<file path="config.mk">
export PLATFORM = sky130hd
export DESIGN_NAME = chunked_byte_ring_fifo_top
export DESIGN_NICKNAME = d
export VERILOG_FILES = /design/src/rtl/core/cbrf_pkg.sv /design/src/rtl/core/chunked_byte_ring_fifo_top.sv /design/src/rtl/core/cbrf_byte_ram.sv
export SDC_FILE = /design/constraint.sdc
export NUM_CORES = 2
export LEC_CHECK = 0
export ABC_AREA = 1
export BUFFER_PORTS_ARGS = -buffer_cell sky130_fd_sc_hd__buf_2
export CAP_MARGIN = 0
export CORE_AREA = 2 2 441 443
export CTS_CLUSTER_SIZE = 14
export DETAILED_ROUTE_END_ITERATION = 6
export DIE_AREA = 0 0 443 445
export PLACE_DENSITY_LB_ADDON = 0.15
export SLEW_MARGIN = 20
export SYNTH_ARGS = -nofsm -noshare
export SYNTH_HDL_FRONTEND = slang
export SYNTH_SLANG_ARGS = --single-unit
</file>
<file path="constraint.sdc">
create_clock -name aclk -period 30.6 [get_ports aclk]
set_input_delay 4.59 -clock aclk [delete_from_list [all_inputs] [get_ports aclk]]
set_output_delay 4.59 -clock aclk [all_outputs]
set_load 0.02 [all_outputs]
</file>
<file path="src/rtl/core/cbrf_pkg.sv">
// ----------------------------------------------------------------------------
// cbrf_pkg
// Shared types and constants for the chunked byte ring FIFO.
// ----------------------------------------------------------------------------
package cbrf_pkg;

    localparam int DEPTH_DEFAULT = 256;
    localparam int LANES_DEFAULT = 8;

    localparam int OP_W  = 2;
    localparam int CNT_W = 4;
    localparam int CAP_W = 9;

    localparam logic [CAP_W-1:0] CAP_RESET = 9'd256;

    typedef enum logic [OP_W-1:0] {
        OP_PUSH  = 2'd0,
        OP_POP   = 2'd1,
        OP_CLEAR = 2'd2,
        OP_NOP   = 2'd3
    } opcode_t;

endpackage

</file>
<file path="src/rtl/core/chunked_byte_ring_fifo_top.sv">
// Flow: an accepted push or pop of n > 0 bytes moves one byte per lane in
//   ST_MOVE, then ST_EMIT registers the result; any other transaction goes
//   straight to ST_EMIT. Throughput: one transaction at a time; the byte RAM
//   moves one byte per cycle in ST_MOVE; ST_EMIT waits for the output slot.
// Reset: pointers and fill count cleared, capacity set to 256; the byte
//   store is not cleared.
// ----------------------------------------------------------------------------
// chunked_byte_ring_fifo_top
// Byte ring FIFO moving chunks of up to LANES bytes per push or pop.
// ----------------------------------------------------------------------------
module chunked_byte_ring_fifo_top
    import cbrf_pkg::*;
#(
    parameter int DEPTH = DEPTH_DEFAULT,
    parameter int LANES = LANES_DEFAULT
) (
    input  logic                 aclk,
    input  logic                 aresetn,

    input  logic                 cfg_wr_en,
    input  logic [CAP_W-1:0]     cfg_wr_data,

    input  logic                 s_valid,
    output logic                 s_ready,
    input  logic [OP_W-1:0]      s_opcode,
    input  logic [CNT_W-1:0]     s_byte_count,
    input  logic [8*LANES-1:0]   s_write_bytes,

    output logic                 m_valid,
    input  logic                 m_ready,
    output logic [CNT_W-1:0]     m_moved_count,
    output logic [8*LANES-1:0]   m_read_bytes,
    output logic [CAP_W-1:0]     m_fill_level,
    output logic [CAP_W-1:0]     m_free_space,
    output logic                 m_full_flag,
    output logic                 m_empty_flag
);

    localparam int PTR_W  = $clog2(DEPTH);
    localparam int LANE_W = (LANES > 1) ? $clog2(LANES) : 1;
    localparam int CMP_W  = ((PTR_W > CAP_W) ? PTR_W : CAP_W) + 1;
    localparam logic [CNT_W-1:0] LANES_C = CNT_W'(LANES);

    typedef enum logic [1:0] {
        ST_IDLE,
        ST_MOVE,
        ST_EMIT
    } state_t;

    state_t               state_reg, state_next;
    logic [CAP_W-1:0]     cap_reg, cap_next;
    logic [PTR_W-1:0]     wr_ptr_reg, wr_ptr_next;
    logic [PTR_W-1:0]     rd_ptr_reg, rd_ptr_next;
    logic [CAP_W-1:0]     fill_reg, fill_next;
    opcode_t              op_reg, op_next;
    logic [CNT_W-1:0]     n_reg, n_next;
    logic [CNT_W-1:0]     moved_reg, moved_next;
    logic [8*LANES-1:0]   wdata_reg, wdata_next;
    logic [8*LANES-1:0]   rbytes_reg, rbytes_next;
    logic [LANE_W-1:0]    lane_reg, lane_next;
    logic                 rd_pend_reg, rd_pend_next;
    logic [LANE_W-1:0]    rd_lane_reg, rd_lane_next;

    logic                 m_valid_reg, m_valid_next;
    logic [CNT_W-1:0]     m_moved_reg, m_moved_next;
    logic [8*LANES-1:0]   m_rbytes_reg, m_rbytes_next;
    logic [CAP_W-1:0]     m_fill_reg, m_fill_next;
    logic [CAP_W-1:0]     m_free_reg, m_free_next;
    logic                 m_full_reg, m_full_next;
    logic                 m_empty_reg, m_empty_next;

    logic [CAP_W-1:0]     cap_eff;
    logic [CAP_W:0]       fill_sum;
    logic                 push_ok;
    logic                 pop_ok;

    logic                 ram_we;
    logic [PTR_W-1:0]     ram_waddr;
    logic [7:0]           ram_wdata;
    logic [PTR_W-1:0]     ram_raddr;
    logic [7:0]           ram_rdata;

    function automatic logic [PTR_W-1:0] ptr_adv(input logic [PTR_W-1:0] p,
                                                 input logic [CAP_W-1:0] c);
        logic [CMP_W-1:0] inc;
        inc = CMP_W'(p) + CMP_W'(1);
        if (inc >= CMP_W'(c)) begin
            return '0;
        end
        return inc[PTR_W-1:0];
    endfunction

    cbrf_byte_ram #(
        .DEPTH  (DEPTH),
        .ADDR_W (PTR_W)
    ) u_ram (
        .aclk    (aclk),
        .wr_en   (ram_we),
        .wr_addr (ram_waddr),
        .wr_data (ram_wdata),
        .rd_addr (ram_raddr),
        .rd_data (ram_rdata)
    );

    always_comb begin
        if (cap_reg == '0) begin
            cap_eff = CAP_W'(1);
        end else if (32'(cap_reg) > DEPTH) begin
            cap_eff = CAP_W'(DEPTH);
        end else begin
            cap_eff = cap_reg;
        end
    end

    assign fill_sum = {1'b0, fill_reg} + (CAP_W+1)'(s_byte_count);
    assign push_ok  = (s_byte_count <= LANES_C) && (fill_sum <= {1'b0, cap_eff});
    assign pop_ok   = (s_byte_count <= LANES_C) && (CAP_W'(s_byte_count) <= fill_reg);

    assign ram_waddr = wr_ptr_reg;
    assign ram_wdata = wdata_reg[8*lane_reg +: 8];
    assign ram_raddr = rd_ptr_reg;

    always_comb begin
        state_next    = state_reg;
        cap_next      = cap_reg;
        wr_ptr_next   = wr_ptr_reg;
        rd_ptr_next   = rd_ptr_reg;
        fill_next     = fill_reg;
        op_next       = op_reg;
        n_next        = n_reg;
        moved_next    = moved_reg;
        wdata_next    = wdata_reg;
        rbytes_next   = rbytes_reg;
        lane_next     = lane_reg;
        rd_pend_next  = 1'b0;
        rd_lane_next  = lane_reg;
        m_valid_next  = m_valid_reg;
        m_moved_next  = m_moved_reg;
        m_rbytes_next = m_rbytes_reg;
        m_fill_next   = m_fill_reg;
        m_free_next   = m_free_reg;
        m_full_next   = m_full_reg;
        m_empty_next  = m_empty_reg;
        ram_we        = 1'b0;

        if (rd_pend_reg) begin
            rbytes_next[8*rd_lane_reg +: 8] = ram_rdata;
        end

        if (m_valid_reg && m_ready) begin
            m_valid_next = 1'b0;
        end

        case (state_reg)
            ST_IDLE: begin
                if (s_valid) begin
                    op_next     = opcode_t'(s_opcode);
                    n_next      = s_byte_count;
                    wdata_next  = s_write_bytes;
                    rbytes_next = '0;
                    lane_next   = '0;
                    moved_next  = '0;
                    state_next  = ST_EMIT;
                    case (opcode_t'(s_opcode))
                        OP_PUSH: begin
                            if (push_ok) begin
                                fill_next  = fill_sum[CAP_W-1:0];
                                moved_next = s_byte_count;
                                if (s_byte_count != '0) begin
                                    state_next = ST_MOVE;
                                end
                            end
                        end
                        OP_POP: begin
                            if (pop_ok) begin
                                fill_next  = fill_reg - CAP_W'(s_byte_count);
                                moved_next = s_byte_count;
                                if (s_byte_count != '0) begin
                                    state_next = ST_MOVE;
                                end
                            end
                        end
                        OP_CLEAR: begin
                            wr_ptr_next = '0;
                            rd_ptr_next = '0;
                            fill_next   = '0;
                        end
                        default: begin
                        end
                    endcase
                end
            end
            ST_MOVE: begin
                if (op_reg == OP_PUSH) begin
                    ram_we      = 1'b1;
                    wr_ptr_next = ptr_adv(wr_ptr_reg, cap_eff);
                end else begin
                    rd_pend_next = 1'b1;
                    rd_lane_next = lane_reg;
                    rd_ptr_next  = ptr_adv(rd_ptr_reg, cap_eff);
                end
                lane_next = lane_reg + LANE_W'(1);
                if (CNT_W'(lane_reg) == (n_reg - CNT_W'(1))) begin
                    state_next = ST_EMIT;
                end
            end
            ST_EMIT: begin
                if (!rd_pend_reg && (!m_valid_reg || m_ready)) begin
                    m_valid_next  = 1'b1;
                    m_moved_next  = moved_reg;
                    m_rbytes_next = rbytes_reg;
                    m_fill_next   = fill_reg;
                    m_free_next   = cap_eff - fill_reg;
                    m_full_next   = (fill_reg == cap_eff);
                    m_empty_next  = (fill_reg == '0);
                    state_next    = ST_IDLE;
                end
            end
            default: begin
                state_next = ST_IDLE;
            end
        endcase

        if (cfg_wr_en) begin
            cap_next    = cfg_wr_data;
            wr_ptr_next = '0;
            rd_ptr_next = '0;
            fill_next   = '0;
        end
    end

    always_ff @(posedge aclk) begin
        if (!aresetn) begin
            state_reg   <= ST_IDLE;
            cap_reg     <= CAP_RESET;
            wr_ptr_reg  <= '0;
            rd_ptr_reg  <= '0;
            fill_reg    <= '0;
            rd_pend_reg <= 1'b0;
            m_valid_reg <= 1'b0;
        end else begin
            state_reg   <= state_next;
            cap_reg     <= cap_next;
            wr_ptr_reg  <= wr_ptr_next;
            rd_ptr_reg  <= rd_ptr_next;
            fill_reg    <= fill_next;
            rd_pend_reg <= rd_pend_next;
            m_valid_reg <= m_valid_next;
        end
        op_reg       <= op_next;
        n_reg        <= n_next;
        moved_reg    <= moved_next;
        wdata_reg    <= wdata_next;
        rbytes_reg   <= rbytes_next;
        lane_reg     <= lane_next;
        rd_lane_reg  <= rd_lane_next;
        m_moved_reg  <= m_moved_next;
        m_rbytes_reg <= m_rbytes_next;
        m_fill_reg   <= m_fill_next;
        m_free_reg   <= m_free_next;
        m_full_reg   <= m_full_next;
        m_empty_reg  <= m_empty_next;
    end

    assign s_ready       = (state_reg == ST_IDLE);
    assign m_valid       = m_valid_reg;
    assign m_moved_count = m_moved_reg;
    assign m_read_bytes  = m_rbytes_reg;
    assign m_fill_level  = m_fill_reg;
    assign m_free_space  = m_free_reg;
    assign m_full_flag   = m_full_reg;
    assign m_empty_flag  = m_empty_reg;

endmodule

</file>
<file path="src/rtl/core/cbrf_byte_ram.sv">
// ----------------------------------------------------------------------------
// cbrf_byte_ram
// Byte-wide simple dual-port RAM, one write and one registered read per cycle.
// ----------------------------------------------------------------------------
module cbrf_byte_ram #(
    parameter int DEPTH  = 256,
    parameter int ADDR_W = 8
) (
    input  logic              aclk,
    input  logic              wr_en,
    input  logic [ADDR_W-1:0] wr_addr,
    input  logic [7:0]        wr_data,
    input  logic [ADDR_W-1:0] rd_addr,
    output logic [7:0]        rd_data
);

    logic [7:0] mem [DEPTH];
    logic [7:0] rd_data_reg;

    always_ff @(posedge aclk) begin
        if (wr_en) begin
            mem[wr_addr] <= wr_data;
        end
        rd_data_reg <= mem[rd_addr];
    end

    assign rd_data = rd_data_reg;

endmodule

</file>
-- Yosys cells after proc, flatten, opt, wreduce, memory -nomap -nowiden
Memories as Yosys holds them, arrays and structs flattened. A register that Yosys moved wholly into a read port is not among the register bits.
Index checks and enable logic that the tools add are counted.
- add/sub/neg operators: 8
- $lt $le $gt $ge: 6
- equal/unequal tests: 14
- shift-type cells: 3
- mux-type cells: 46
- bitwise operators: 1
- reductions and logical operators: 24
- operators with widths (operator ; count):
    two-way mux 64 bit ; 3
    bitwise mux 64 bit ; 1
    two-way mux 8 bit ; 8
    variable shift 8 x 34 -> 64 bit (first input constant) ; 1
    variable part select 64 x 7 -> 8 bit ; 1
    variable part select 8 x 34 -> 64 bit ; 1
    two-way mux 9 bit ; 4
    negation 6 -> 34 bit ; 1
    one-hot mux 8 bit (2 select lines) ; 2
    one-hot mux 9 bit (3 select lines) ; 1
    adder 8 x 1 -> 9 bit (second input constant) ; 2
    >= comparator 9 bit ; 2
    zero test 9 bit ; 2
    two-way mux 1 bit ; 14
    != test 2 bit (second input constant) ; 7
    two-way mux 2 bit ; 6
    adder 9 x 4 -> 10 bit ; 1
    less-or-equal comparator 10 x 9 -> 1 bit ; 1
    == test 9 bit ; 1
    > comparator 9 bit (second input constant) ; 1
    less-or-equal comparator 4 x 9 -> 1 bit ; 1
    subtractor 9 x 4 -> 9 bit ; 1
    subtractor 9 bit ; 1
    two-way mux 4 bit ; 2
    other kinds (25) ; 37
- bits in registers: 270
- bits in writable memories: 2048
- input bits: 84
- output and inout port bits: 90
- word-level logic and storage cells: 123
- memories kept: 1
- memory list (name ; words ; width ; read ports ; clocked after Yosys merged registers in ; write ports ; RTL line ; text):
    u_ram.mem ; 256 ; 8 ; 1 ; 1 ; 1 ; cbrf_byte_ram.sv:17 ; logic [7:0] mem [DEPTH];

-- Longest topological paths before layout
- depth after elaboration: 10
- mapped depth: 25
- gate-level depth less buffers: 24

-- Cells and area by module
From an unflattened synthesis, not the netlist that was laid out.
- cell total of the unflattened synthesis: 8191
- area total of the unflattened synthesis: 95220.1 µm²
- modules (own cells, without submodules) (module ; times used ; cells each ; area an instance (µm²) ; seq. area each (µm²)):
    cbrf_byte_ram ; 1 ; 7003 ; 83396.2 ; 61659.1
    chunked_byte_ring_fifo_top ; 1 ; 1188 ; 11823.8 ; 7056.8

-- Worst setup path before layout
No wires, ideal clock.
- path type: register to register
- start point: register lane_reg[0]
- end point: memory u_ram.mem[0][0] (data pin)
- library setup time: 1730 ps
- arrival time: 8777 ps
- required time: 28870 ps
- slack: 20092 ps
- stages on the path, launching flop included: 7
- buffers on the path: 2
- clock period less this slack: 10508 ps
- cells stage by stage: edfxtp_1 -> clkbuf_1 -> clkbuf_1 -> nor2_1 -> nor2_1 -> o21ai_0 -> a31oi_1
- cells in the longest elaborated chain, start to end: 1
- ends and longest elaborated chain (what ; RTL line ; text):
    start, declared ; chunked_byte_ring_fifo_top.sv:60 ; logic [LANE_W-1:0] lane_reg, lane_next;
    start signal, assigned ; chunked_byte_ring_fifo_top.sv:255 ; lane_reg <= lane_next;
    variable part select 64 x 7 -> 8 bit ; chunked_byte_ring_fifo_top.sv:120 ; assign ram_wdata = wdata_reg[8*lane_reg +: 8];
    net ram_wdata[0] ; chunked_byte_ring_fifo_top.sv:79 ; logic [7:0] ram_wdata;
    end, declared ; cbrf_byte_ram.sv:17 ;
The timed path passes the listed nets, and every way through them passes these cells.

-- Worst setup path after layout
- start point: input port s_byte_count[3]
- end point: register fill_reg[7]
- cells in the longest elaborated chain, start to end: 5
- elaborated cells on any way between the ends: 13
- classes of those cells: add/sub (2); order compare (3); eq/ne (2); mux (3); reduce/logical (3)
- ends and longest elaborated chain (what ; RTL line ; text):
    start, declared ; chunked_byte_ring_fifo_top.sv:26 ; input logic [CNT_W-1:0] s_byte_count,
    adder 9 x 4 -> 10 bit ; chunked_byte_ring_fifo_top.sv:115 ; assign fill_sum = {1'b0, fill_reg} + (CAP_W+1)'(s_byte_count);
    less-or-equal comparator 10 x 9 -> 1 bit ; chunked_byte_ring_fifo_top.sv:116 ; assign push_ok = (s_byte_count <= LANES_C) && (fill_sum <= {1'b0, cap_eff});
    logical AND 1 bit ; chunked_byte_ring_fifo_top.sv:116 ;
    != test 2 bit (no source line) ; -- ;
    AND reduction 5 bit (no source line) ; -- ;
    end signal, assigned ; chunked_byte_ring_fifo_top.sv:246 ; fill_reg <= fill_next;
    end, declared ; chunked_byte_ring_fifo_top.sv:54 ; logic [CAP_W-1:0] fill_reg, fill_next;
Parallel ways exist; a longest one is shown, timed or not. The select of a mux whose other input is x is not followed.
A chain may end at the register's enable or synchronous reset.

==> results_dict.tcl <==
set metrics [dict create \
    status "completed" \
    swShare_pct 22.4 \
    syn_nets 8345 \
    largest_reg_flops 2048 \
    drive_above_1_share_pct 7.74 \
    gp_congestion 0.876 \
    final_nets 8320 \
    synthArstFlopShare_pct 0 \
    routed_wl_mm 258 \
    coreArea_um2 192000 \
    rsz0062_at_grt "false" \
    grt_antenna_before_repair 5 \
    power.total_mw 6.81 \
    intPower_mw 5.28 \
    seqPwrFrac_pct 54.0 \
    synth_area_um2 95800 \
    combPwrFrac_pct 5.6 \
    clock_path_buffers 3 \
    ir_drop_mv 0.0500 \
    layout_common_cells "2213 x edfxtp_1, 2166 x nand2_1, 1976 x nand3_1" \
    worst_pin_slew_ps 1250 \
    leakagePower_nw 37.1 \
    cts-resized-gates 0 \
    cap_viol_max_count 0 \
    initial_utilization_pct 49.9 \
    synth-edff-count 2213 \
    vias 62700 \
    pre_cts_slack_ps 23030 \
    layout_commonest_cell "edfxtp_1" \
    cp-end-kind "flip-flop" \
    relSlewSlack_pct 16.7 \
    ios 174 \
    initialDrtViolationCount 7077 \
    final_util_pct 54.8 \
    powerDensity_nw_per_um2 64.7 \
    largest-register "u_ram.mem" \
    postCtsHoldBufs 0 \
    wl_per_cell_um 23.7 \
    yosysWarningCount 0 \
    clk_pin_slew_ps 60 \
    drtAntennaViolNets 0 \
    finalSetupViolCount 0 \
    avgSynthCellArea_um2 11.7 \
    htreeDepth 4 \
    cts-buffers-inserted 233 \
    grt_overflow 0 \
    vias_per_cell 5.75 \
    grt_max_degree 226 \
    fillers 16200 \
    fin_tns_setup_ps 0 \
    drt_pass1_iterations 6 \
    hold_class "reg -> reg" \
    cts_setup_buffers 0 \
    criticalPathCategory "in -> reg" \
    grt_pass1_wl_mm 383 \
    synth_cell_types 52 \
    die_h_um 445 \
    worstSkewPairLatency_ps 870 \
    clockPowerShare_pct 40.4 \
    die_w_um 443 \
    switchingPower_mw 1.53 \
    cts.sinks 2326 \
    synth_compound_area_share_pct 1.76 \
    area_delta_synth_final_pct 9.88 \
    die-area_um2 197000 \
    rows 161 \
    final.setup.worst_slack_ps 23870 \
    min_period_over_period_pct 22.0 \
    hold_viol_final 0 \
    critical_path_arrival_ps 7480 \
    required_ps 31350 \
    netlist_instances 8202 \
    maxSlewViolCount 0 \
    synth_seq_area_share_pct 71.7 \
    max_freq_mhz 149 \
    synthAdderAreaFrac_pct 0.794 \
    cts_tree "yes" \
    ys_ff_latch 2326 \
    synthSimpleGateAreaFrac_pct 21.4 \
    period_minus_slack_ps 6730 \
    first_global_vias 59200 \
    synth_top_family_by_area "simple AND/OR/NAND/NOR gates" \
    hpwl_mm 142 \
    synth_ff_type "edfxtp_1" \
    drc 0 \
    cts_root_buffer "clkbuf_16" \
    synth_xor_area_share_pct 0.265 \
    grt_use_total_pct 25.7 \
    finClkSkew_ps 30.6 \
    crit_path_max_fanout 8 \
    synth_mux_area_share_pct 0 \
    port_buffers 173 \
    startpoint_type "input pin" \
]
-- cell usage after synthesis (all sizes together) (4+ instances only) --
| library cell | instances | area, um2 |
|---|---|---|
| nand4 | 20 | 138 |
| dfxtp | 113 | 2260 |
| nand2 | 2170 | 8160 |
| nor3 | 36 | 211 |
| xor2 | 22 | 193 |
| clkbuf | 124 | 467 |
| nand3 | 1982 | 9930 |
| o22ai | 8 | 50.1 |
| or2 | 19 | 119 |
| inv | 231 | 870 |
| nor4 | 6 | 43.8 |
| nor2 | 474 | 1790 |
| o21ai | 146 | 731 |
| edfxtp | 2213 | 66500 |
| a31oi | 10 | 62.6 |
| a211oi | 4 | 30.0 |
| buf | 402 | 2550 |
| ha | 56 | 701 |
| a21oi | 100 | 512 |
| o211ai | 31 | 233 |
| nand3b | 6 | 45.0 |
| xnor2 | 7 | 61.3 |
-- kinds of logic (layout without fill, tap and decap cells) --
logic type	after synthesis	after routing
XOR/XNOR	29	29
buffers and inverters	760	931
AND/OR/NAND/NOR	4720	4720
flip-flops	2326	2326
other	0	4
AO/OA/AOI/OAI	308	308
adder cells (fa/ha/maj)	59	59
-- final cells by class --
type	count	area, um2	area share [%]
Antenna cell	4	10.0	0.00951
Clock inverter	125	1120	1.07
Sequential cell	2326	68700	65.3
Clock buffer	306	6220	5.91
Multi-Input combinational cell	5116	23400	22.2
Tap cell	2526	3160	3.00
Timing Repair Buffer	266	1730	1.64
Inverter	234	922	0.876
-- critical path, stage by stage --
cell     delay [ps]
buf_2           120
inv_1           100
ha_1            400
nor2_1          210
and2_1          150
nand2_1          70
nand2_1         100
nand2_1          60
and2_1          170
ha_1            300
nand2_1          60
or2_2           290
nand3_1          70
nand2_1          50
nand2_1          60
nand2_1          80
nand2_1          80
nand2_2         140
nand2_4         140
inv_2            70
nor2_1          100
nor2_1           50
-- per-stage QoR --
step                      cells  hold WS [ps]  instance area (um2)
after global placement    10500           409                97900
final                     10900           421               105000
after global routing      10900           427               105000
after CTS                 10900           424               105000
after detailed placement  10500           410                97900
after floorplan            8202           372                95800
-- power by group through the flow --
stage / clock (mW) / combinational [mW] / sequential, mW
final: 2.75 / 0.384 / 3.68
after global routing: 2.91 / 0.416 / 3.68
after CTS: 2.78 / 0.388 / 3.68
after detailed placement: 0 / 0.387 / 3.74
after global placement: 0 / 0.380 / 3.74
after floorplan: 0 / 0.182 / 3.85
-- metal layers --
metal / vias up / global-route usage, % / routed length, um
li1: 28900 / - / -
met1: 30800 / 36.9 / 110000
met2: 2543 / 40.7 / 121000
met3: 410 / 3.92 / 19800
met4: 0 / 7.57 / 7370
met5: - / 0 / 0
-- path summary, 6_finish.rpt --
path / startpoint / endpoint / slack [ps] / depth (start not counted)
max: s_byte_count[3] / fill_reg[7] / 23870 / 22
min: rbytes_reg[36] / m_read_bytes[36] / 420 / 0
max reg2reg: ram_raddr[0] / u_ram.rd_data[4] / 25160 / 14
min reg2reg: rbytes_reg[36] / m_read_bytes[36] / 420 / 0
(Power assumes the default switching activity.)
